**src/hw/rtl/nirs_pkg.sv**
```systemverilog
// Shared widths, register indexes, reset values and types for the Newton
// inverse-square-root block. No dependencies.
package nirs_pkg;

	// Item and register field widths
	localparam int X_W     = 24;  // value, Q2.22
	localparam int G_W     = 32;  // guess, Q12.20
	localparam int LIM_W   = 32;  // error limit, Q0.32
	localparam int STEPS_W = 7;
	localparam int E_W     = 58;  // x*g*g, Q26.32
	localparam int G_FRAC  = 20;

	localparam int MAX_ITERATIONS_DEF = 64;

	// Configuration register indexes
	localparam int CFG_IDX_W = 1;
	localparam logic [CFG_IDX_W-1:0] CFG_INITIAL_GUESS = 1'b0;
	localparam logic [CFG_IDX_W-1:0] CFG_ERROR_LIMIT   = 1'b1;

	localparam logic [G_W-1:0]   INITIAL_GUESS_RST = 32'd1048576;
	localparam logic [LIM_W-1:0] ERROR_LIMIT_RST   = 32'd42950;

	// Cell-row multiplier geometry: A is split across the cells, B is fed
	// one digit per cycle
	localparam int DIGIT_W    = 16;
	localparam int NUM_CELLS  = 4;
	localparam int B_DIGITS   = 2;
	localparam int A_W        = DIGIT_W * NUM_CELLS;
	localparam int B_W        = DIGIT_W * B_DIGITS;
	localparam int PROD_W     = A_W + B_W;
	localparam int MUL_CYCLES = NUM_CELLS + B_DIGITS;
	localparam int MUL_CNT_W  = $clog2(MUL_CYCLES + 1);

	typedef struct packed {
		logic clear;  // zero the partial sums
		logic shift;  // accumulate one digit and move down one cell
	} cell_ctrl_t;

	typedef enum logic [4:0] {
		ST_IDLE = 5'b00001,
		ST_SQR  = 5'b00010,
		ST_XMUL = 5'b00100,
		ST_CUBE = 5'b01000,
		ST_ROOT = 5'b10000
	} nirs_state_t;

endpackage

```
**src/hw/rtl/nirs_cell.sv**
```systemverilog
// One cell of the multiplier row: a digit of A times the current B digit,
// plus a carry-save partial sum. Depends on nirs_pkg.
module nirs_cell (
	input  logic                         clk,
	input  nirs_pkg::cell_ctrl_t         ctrl,
	input  logic [nirs_pkg::DIGIT_W-1:0] a_digit,
	input  logic [nirs_pkg::DIGIT_W-1:0] b_digit,
	input  logic [nirs_pkg::DIGIT_W-1:0] sum_in,   // from upper neighbor
	output logic [nirs_pkg::DIGIT_W-1:0] sum_out   // to lower neighbor
);
	import nirs_pkg::*;

	logic [DIGIT_W-1:0]   sum_q;
	logic [DIGIT_W-1:0]   carry_q;
	logic [2*DIGIT_W-1:0] acc;

	// Bounded below 2^32: carry never exceeds one digit.
	assign acc = ({{DIGIT_W{1'b0}}, a_digit} * {{DIGIT_W{1'b0}}, b_digit})
		+ {{DIGIT_W{1'b0}}, sum_q} + {{DIGIT_W{1'b0}}, carry_q};

	assign sum_out = acc[DIGIT_W-1:0];

	always_ff @(posedge clk) begin
		if (ctrl.clear) begin
			sum_q   <= '0;
			carry_q <= '0;
		end else if (ctrl.shift) begin
			sum_q   <= sum_in;
			carry_q <= acc[2*DIGIT_W-1:DIGIT_W];
		end
	end

endmodule

```
**src/hw/rtl/nirs_mul.sv**
```systemverilog
// Row-of-cells multiplier: A held across NUM_CELLS cells, B fed one digit a
// cycle, product digits leave the bottom cell. Depends on nirs_pkg, nirs_cell.
module nirs_mul (
	input  logic                        clk,
	input  logic                        arst_n,
	input  logic                        start,
	input  logic [nirs_pkg::A_W-1:0]    a,
	input  logic [nirs_pkg::B_W-1:0]    b,
	output logic                        done,
	output logic [nirs_pkg::PROD_W-1:0] prod
);
	import nirs_pkg::*;

	logic [A_W-1:0]       a_q;
	logic [B_W-1:0]       b_q;
	logic [PROD_W-1:0]    prod_q;
	logic [MUL_CNT_W-1:0] cnt_q;
	logic                 done_q;
	cell_ctrl_t           ctrl;
	logic [DIGIT_W-1:0]   link [NUM_CELLS+1];

	assign ctrl.clear = start;
	assign ctrl.shift = (cnt_q != '0) && !start;

	// top of the row shifts in zeros
	assign link[NUM_CELLS] = '0;

	for (genvar i = 0; i < NUM_CELLS; i++) begin : g_cell
		nirs_cell u_cell (
			.clk     (clk),
			.ctrl    (ctrl),
			.a_digit (a_q[i*DIGIT_W +: DIGIT_W]),
			.b_digit (b_q[DIGIT_W-1:0]),
			.sum_in  (link[i+1]),
			.sum_out (link[i])
		);
	end

	always_ff @(posedge clk or negedge arst_n) begin
		if (!arst_n) begin
			cnt_q  <= '0;
			done_q <= 1'b0;
		end else if (start) begin
			cnt_q  <= MUL_CNT_W'(MUL_CYCLES);
			done_q <= 1'b0;
		end else if (cnt_q != '0) begin
			cnt_q  <= cnt_q - 1'b1;
			done_q <= (cnt_q == MUL_CNT_W'(1));
		end else begin
			done_q <= 1'b0;
		end
	end

	always_ff @(posedge clk) begin
		if (start) begin
			a_q <= a;
			b_q <= b;
		end else if (ctrl.shift) begin
			b_q    <= b_q >> DIGIT_W;
			prod_q <= {link[0], prod_q[PROD_W-1:DIGIT_W]};
		end
	end

	assign done = done_q;
	assign prod = prod_q;

endmodule

```
**src/hw/rtl/newton_inverse_sqrt_root.sv**
```systemverilog
// Top level: Newton-Raphson inverse square root sequencer around the
// cell-row multiplier, giving sqrt(x) = x*g. Depends on nirs_pkg, nirs_mul.
//
//  channel   | handshake              | payload
//  ----------+------------------------+-----------------------------------------
//  item in   | start, busy            | value[23:0], last_value
//  result    | done (1-cycle strobe)  | square_root[23:0], converged,
//            |                        | steps_taken[6:0], last_result
//  config    | cfg_write              | cfg_index[0], cfg_data[31:0]
//
//  An item is taken when start is high and busy is low; one item at a time.
//  Every multiply runs through the 4-cell row, and each Newton step needs
//  three of them (g*g, *x, *g), up to the 64-step default cap.
//  done is high for one cycle; busy is already low then, so the next item
//  can be taken in that same cycle. The receiver cannot hold results off.
//  Reset (arst_n low) returns to idle and reloads both config registers.
module newton_inverse_sqrt_root #(
	parameter int MAX_ITERATIONS = nirs_pkg::MAX_ITERATIONS_DEF
) (
	input  logic                           clk,
	input  logic                           arst_n,
	// item in
	input  logic                           start,
	output logic                           busy,
	input  logic [nirs_pkg::X_W-1:0]       value,
	input  logic                           last_value,
	// result
	output logic                           done,
	output logic [nirs_pkg::X_W-1:0]       square_root,
	output logic                           converged,
	output logic [nirs_pkg::STEPS_W-1:0]   steps_taken,
	output logic                           last_result,
	// configuration
	input  logic                           cfg_write,
	input  logic [nirs_pkg::CFG_IDX_W-1:0] cfg_index,
	input  logic [nirs_pkg::G_W-1:0]       cfg_data
);
	import nirs_pkg::*;

	localparam logic [STEPS_W-1:0] STEP_CAP = STEPS_W'(MAX_ITERATIONS);
	localparam logic [E_W-1:0]      ONE_Q32  = E_W'(64'h1_0000_0000);
	localparam int                  ROOT_LO  = G_FRAC;
	localparam int                  ROOT_HI  = X_W + G_W - 1;

	// Config registers
	logic [G_W-1:0]   initial_guess_q;
	logic [LIM_W-1:0] error_limit_q;

	// Per-item working state
	nirs_state_t        state_q, state_d;
	logic [G_W-1:0]     g_q;
	logic [X_W-1:0]     x_q;
	logic               last_q;
	logic [STEPS_W-1:0] steps_q;
	logic               conv_q;

	// Result registers
	logic               done_q;
	logic [X_W-1:0]     root_q;
	logic               conv_out_q;
	logic [STEPS_W-1:0] steps_out_q;
	logic               last_out_q;

	// Multiplier hookup
	logic              mul_start;
	logic [A_W-1:0]    mul_a;
	logic [B_W-1:0]    mul_b;
	logic              mul_done;
	logic [PROD_W-1:0] mul_prod;

	// Datapath around the product
	logic [E_W-1:0]   e_val;     // x*g*g, Q26.32
	logic [E_W-1:0]   err;
	logic             need_step;
	logic [E_W-1:0]   cube;      // x*g^3, Q38.20
	logic [G_W+1:0]   three_g;
	logic [G_W+1:0]   diff;
	logic [G_W:0]     half;
	logic [G_W-1:0]   next_g;
	logic [X_W-1:0]   root_sat;
	logic             may_step;

	nirs_mul u_mul (
		.clk    (clk),
		.arst_n (arst_n),
		.start  (mul_start),
		.a      (mul_a),
		.b      (mul_b),
		.done   (mul_done),
		.prod   (mul_prod)
	);

	// Config writes
	always_ff @(posedge clk or negedge arst_n) begin
		if (!arst_n) begin
			initial_guess_q <= INITIAL_GUESS_RST;
			error_limit_q   <= ERROR_LIMIT_RST;
		end else if (cfg_write) begin
			unique case (cfg_index)
				CFG_INITIAL_GUESS: initial_guess_q <= cfg_data;
				CFG_ERROR_LIMIT:   error_limit_q   <= cfg_data;
			endcase
		end
	end

	// Error test on x*g*g (valid when the *x multiply finishes)
	assign e_val     = mul_prod[E_W+29:30];
	assign err       = (e_val >= ONE_Q32) ? (e_val - ONE_Q32) : (ONE_Q32 - e_val);
	assign need_step = err > E_W'(error_limit_q);
	assign may_step  = need_step && (steps_q < STEP_CAP);

	// Newton update g' = (3g - x*g^3)/2, clamped at 0 and at all-ones
	assign cube    = mul_prod[E_W+31:32];
	assign three_g = {2'b00, g_q} + {1'b0, g_q, 1'b0};
	assign diff    = three_g - cube[G_W+1:0];
	assign half    = diff[G_W+1:1];
	always_comb begin
		if (cube >= E_W'(three_g))
			next_g = '0;
		else if (half[G_W])
			next_g = '1;
		else
			next_g = half[G_W-1:0];
	end

	// x*g back to Q2.22, saturated
	assign root_sat = (|mul_prod[ROOT_HI:ROOT_LO+X_W]) ? '1 : mul_prod[ROOT_LO+X_W-1:ROOT_LO];

	// Sequencer: busy states wait for a multiply, then launch the next or idle
	always_comb begin
		state_d   = state_q;
		mul_start = 1'b0;
		mul_a     = A_W'(g_q);
		mul_b     = B_W'(x_q);
		unique case (state_q)
			ST_IDLE: begin
				if (start) begin
					mul_start = 1'b1;
					mul_a     = A_W'(initial_guess_q);
					mul_b     = B_W'(initial_guess_q);
					state_d   = ST_SQR;
				end
			end
			ST_SQR: begin
				if (mul_done) begin
					mul_start = 1'b1;
					mul_a     = mul_prod[A_W-1:0];
					mul_b     = B_W'(x_q);
					state_d   = ST_XMUL;
				end
			end
			ST_XMUL: begin
				if (mul_done) begin
					mul_start = 1'b1;
					if (may_step) begin
						mul_a   = A_W'(e_val);
						mul_b   = B_W'(g_q);
						state_d = ST_CUBE;
					end else begin
						mul_a   = A_W'(g_q);
						mul_b   = B_W'(x_q);
						state_d = ST_ROOT;
					end
				end
			end
			ST_CUBE: begin
				if (mul_done) begin
					mul_start = 1'b1;
					mul_a     = A_W'(next_g);
					mul_b     = B_W'(next_g);
					state_d   = ST_SQR;
				end
			end
			ST_ROOT: begin
				if (mul_done)
					state_d = ST_IDLE;
			end
			default: state_d = ST_IDLE;
		endcase
	end

	always_ff @(posedge clk or negedge arst_n) begin
		if (!arst_n) begin
			state_q <= ST_IDLE;
			done_q  <= 1'b0;
		end else begin
			state_q <= state_d;
			done_q  <= (state_q == ST_ROOT) && mul_done;
		end
	end

	// Working payload
	always_ff @(posedge clk) begin
		if (state_q == ST_IDLE && start) begin
			g_q     <= initial_guess_q;
			x_q     <= value;
			last_q  <= last_value;
			steps_q <= '0;
		end
		if (state_q == ST_XMUL && mul_done)
			conv_q <= !need_step;
		if (state_q == ST_CUBE && mul_done) begin
			g_q     <= next_g;
			steps_q <= steps_q + 1'b1;
		end
		if (state_q == ST_ROOT && mul_done) begin
			root_q      <= root_sat;
			conv_out_q  <= conv_q;
			steps_out_q <= steps_q;
			last_out_q  <= last_q;
		end
	end

	assign busy        = (state_q != ST_IDLE);
	assign done        = done_q;
	assign square_root = root_q;
	assign converged   = conv_out_q;
	assign steps_taken = steps_out_q;
	assign last_result = last_out_q;

endmodule

```
**config.mk**
```make
export PLATFORM = sky130hd
export DESIGN_NAME = newton_inverse_sqrt_root
export DESIGN_NICKNAME = d
export VERILOG_FILES = /design/src/hw/rtl/nirs_pkg.sv /design/src/hw/rtl/nirs_cell.sv /design/src/hw/rtl/nirs_mul.sv /design/src/hw/rtl/newton_inverse_sqrt_root.sv
export SDC_FILE = /design/constraint.sdc
export NUM_CORES = 2
export LEC_CHECK = 0
export BUFFER_PORTS_ARGS = -buffer_cell sky130_fd_sc_hd__buf_2
export CAP_MARGIN = 40
export CORE_ASPECT_RATIO = 0.8
export CORE_MARGIN = 1.5
export CORE_UTILIZATION = 50
export CTS_BUF_LIST = sky130_fd_sc_hd__clkbuf_16
export CTS_CLUSTER_DIAMETER = 200
export DETAILED_ROUTE_END_ITERATION = 10
export GPL_ROUTABILITY_DRIVEN = 0
export PLACE_DENSITY = 0.67
export SLEW_MARGIN = 25
export SYNTH_ARGS = -nofsm -noshare
export SYNTH_HDL_FRONTEND = slang
export SYNTH_SLANG_ARGS = --single-unit
```
**constraint.sdc**
```tcl
create_clock -name clk -period 8.3 [get_ports clk]
set_input_delay 0.83 -clock clk [delete_from_list [all_inputs] [get_ports clk]]
set_output_delay 0.83 -clock clk [all_outputs]
set_load 0.03 [all_outputs]
```
==> impl_metrics.yaml <==
critical_path:
  critPathTopFamily: "adder cells"
  r2r_cells: 26
  cpMostUsedCell: "fa_1"
  worst_setup_path_end_kind: "flip-flop"
  r2r-start: "u_mul.b_q[7]"
  r2r_slack_ns: 0.62
  worstReg2RegEnd: "u_mul.g_cell[0].u_cell.carry_q[14]"
  worst-path-buf-inv: 6
  max_stage_delay_ns: 0.92
  setup.worst_path.class: "flip-flop to flip-flop"
  arrival_ns: 8.19
  cp-start-kind: "flip-flop"
  crit_required_ns: 8.81
  cp_max_fo: 48
  critPathSlowestCell: "edfxtp_1"
sta:
  setup_violations: 0
  tightest_slew_ns: 0.946
  rsz0062_at_grt: "false"
  drv_slew: 0
  fin_crit_sh_pct: 92.5
  max_freq_mhz: 130
  min_period_ns: 7.68
  maxSlewHeadroom_pct: 36.9
  finalHoldViolCount: 0
  skew_ns: 0.0389
  fin_tns_setup_ns: 0
route:
  drc: 0
  vias_per_cell: 5.77
  dr_total_vias: 47992
  drtPass1Iterations: 9
  totalWireLength_um: 190000
  ant_nets: 0
  drt_iter0_markers: 5261
  routedWlPerCell_um: 22.8
synthesis:
  synthesis.nets: 8173
  synth_flop_cell: "edfxtp_1"
  synth.top_cell.area_share_pct: 29.2
  ys_types: 83
  ys_seq_area_share_pct: 21.0
  synth_top_area_cell: "fa_1"
  yosys.cell_count.top_type: "inv_1"
  synth_async_sr_flop_share_pct: 15.5
  synth-warning-count: 0
  syn_inst: 6661
  synth_area_per_cell_um2: 9.17
  synth-edff-count: 290
  synth_seq_cells: 476
  synth_common_cells: "1,357 x inv_1, 1,031 x nand2_1, 890 x fa_1"
  syn-cell-area_um2: 61100
  synthTopCellsByArea: "fa_1 29%, edfxtp_1 14%, ha_1 11%"
layout:
  drive_above_1_share_pct: 6.60
  multiInputGateArea_um2: 42100
  seq_area_um2: 12800
  fill_cells: 11110
  area_growth_pct: 7.66
  layout.nets: 8163
clocking:
  cts_tree: "built"
  clkTransAtPathRegs_ns: 0.07
  postCtsSetupRepairBufs: 0
  clockBufferDepth: 3
  cts_made_buffers: 53
  hold_buffers: 0
  root_buffer: "clkbuf_16"
  cts_resized: 0
  h-tree-depth: 2
  cts.sinks: 476
  clk_latency_ns: 0.66
status:
  status: "finished, final reports clean"
die:
  chipHeight_um: 316
  die_area_um2: 124000
  rows: 114
  ioPinCount: 97
  core_area_um2: 121000
  chipWidth_um: 394
  initial_core_util_pct: 50.5
placed_design:
  hpwlAfterDp_um: 144000
  portBuffers: 96
global_routing:
  grt_pass1_wl_um: 293000
  grt_max_degree: 76
  grt_usage_pct: 30.9
  grt_antenna_before_repair: 10
  grt_remaining_overflow: 0
  grt_pass1_vias: 49146
worst_hold_path:
  hp-class: "primary input to async pin"
flow_run:
  drv_cap: 0
final cells by class:
type                       count  area share, %
clock buffer                  54           2.06
sequential                   476           19.5
timing repair buffer         224           2.79
inverter                    1359           7.77
antenna                        4         0.0152
clock inverter                46          0.727
multi-input combinational   4537           64.1
tap                         1624           3.09
worst max path at each step:
stage | from | to | slack, ns | depth (start not counted)
2_1_floorplan | u_mul.b_q[1] | u_mul.g_cell[3].u_cell.carry_q[13] | 1.51 | 23
3_3_place_gp | u_mul.b_q[7] | u_mul.g_cell[3].u_cell.carry_q[13] | 0.97 | 21
3_5_place_dp | u_mul.b_q[7] | u_mul.g_cell[0].u_cell.carry_q[14] | 0.79 | 26
4_1_cts | u_mul.b_q[7] | u_mul.g_cell[0].u_cell.carry_q[14] | 0.77 | 26
5_1_grt | u_mul.b_q[4] | u_mul.g_cell[0].u_cell.carry_q[14] | 0.23 | 24
6_report | u_mul.b_q[7] | u_mul.g_cell[0].u_cell.carry_q[14] | 0.62 | 26
flip-flops by register name, summed over array words and instances (netlist names):
| signal | flops |
|---|---|
| square_root | 24 |
| done | 1 |
| u_mul.b_q | 32 |
| last_q | 1 |
| u_mul.cnt_q | 3 |
| last_result | 1 |
| u_mul.done | 1 |
| x_q | 24 |
| converged | 1 |
| steps_q | 7 |
| u_mul.g_cell.u_cell.carry_q | 64 |
| u_mul.g_cell.u_cell.sum_q | 48 |
| conv_q | 1 |
| initial_guess_q | 32 |
| error_limit_q | 32 |
| state_q | 5 |
| steps_taken | 7 |
| g_q | 32 |
| u_mul.prod | 96 |
| u_mul.a_q | 64 |
logic make-up (layout without fill, tap and decap cells):
kind of cell | count (synthesis) | count (layout) | share of synthesized area (%)
simple gates | 1906 | 1906 | 14.5
mux | 78 | 78 | 1.42
compound gates | 902 | 902 | 9.41
other cells | 0 | 4 | 0
xor+xnor | 201 | 201 | 2.88
flops | 476 | 476 | 21.0
fa+ha+maj | 1450 | 1450 | 40.6
buf+inv | 1648 | 1683 | 10.2
worst reg2reg max path: stages (launching register included):
cell and delay (ns):
edfxtp_1 0.92, buf_12 0.37, nand2_1 0.16, fa_1 0.60
inv_1 0.06, fa_1 0.49, inv_1 0.05, fa_1 0.52
inv_1 0.05, fa_1 0.47, inv_1 0.05, fa_1 0.46
fa_1 0.49, inv_1 0.04, ha_1 0.34, nand2_1 0.10
nor2_1 0.21, nand2_1 0.10, a31oi_1 0.25, nor2_1 0.13
a21oi_1 0.35, a21oi_1 0.20, o21ai_0 0.26, a2111oi_0 0.18
o41ai_1 0.46, xnor2_1 0.17, o22ai_1 0.09
stage by stage:
step | hold WS [ns] | area, µm² | util (%) | setup slack (ns) | instances
finish | 0.0637 | 65800 | 54.4 | 0.620 | 8324
global route | 0.0728 | 65700 | 54.4 | 0.231 | 8320
CTS | 0.0516 | 65600 | 54.2 | 0.772 | 8309
detailed placement | 0.405 | 63700 | 52.7 | 0.788 | 8209
global placement | 0.404 | 63600 | 52.6 | 0.968 | 8201
floorplan | 0.400 | 61100 | - | 1.51 | 6661
metal layers:
layer  vias to the layer above  track usage (%)  part of all wire (%)  wire [µm]
li1                      20954                -                     -          -
met1                     23849             43.4                    42      78900
met2                      2722             44.8                    41      78100
met3                       461             9.05                    13      23900
met4                         6             12.5                   4.4       8420
met5                         -             1.56                  0.16        299
cell usage in the layout (no fill, tap or decap), types with 33 or more instances in the layout:
master	netlist	layout
dfrtp_1	63	63
xnor2_1	149	149
clkbuf_16	0	54
fa_1	890	890
nand2_1	1031	1031
o21a_1	33	33
nor2_1	176	176
inv_1	1357	1363
nand3_1	63	63
buf_4	1	93
edfxtp_1	290	290
nor3_1	56	54
a21o_1	111	111
xor2_1	52	52
nand2b_1	38	36
o21ai_0	185	185
mux2_2	68	68
buf_2	3	96
and2_1	361	360
ha_1	560	560
a21oi_1	280	280
dfxtp_1	112	112
Power is left out: the tool's default activity adds up to more than one toggle a clock period on the data nets, which glitch-free logic cannot reach.
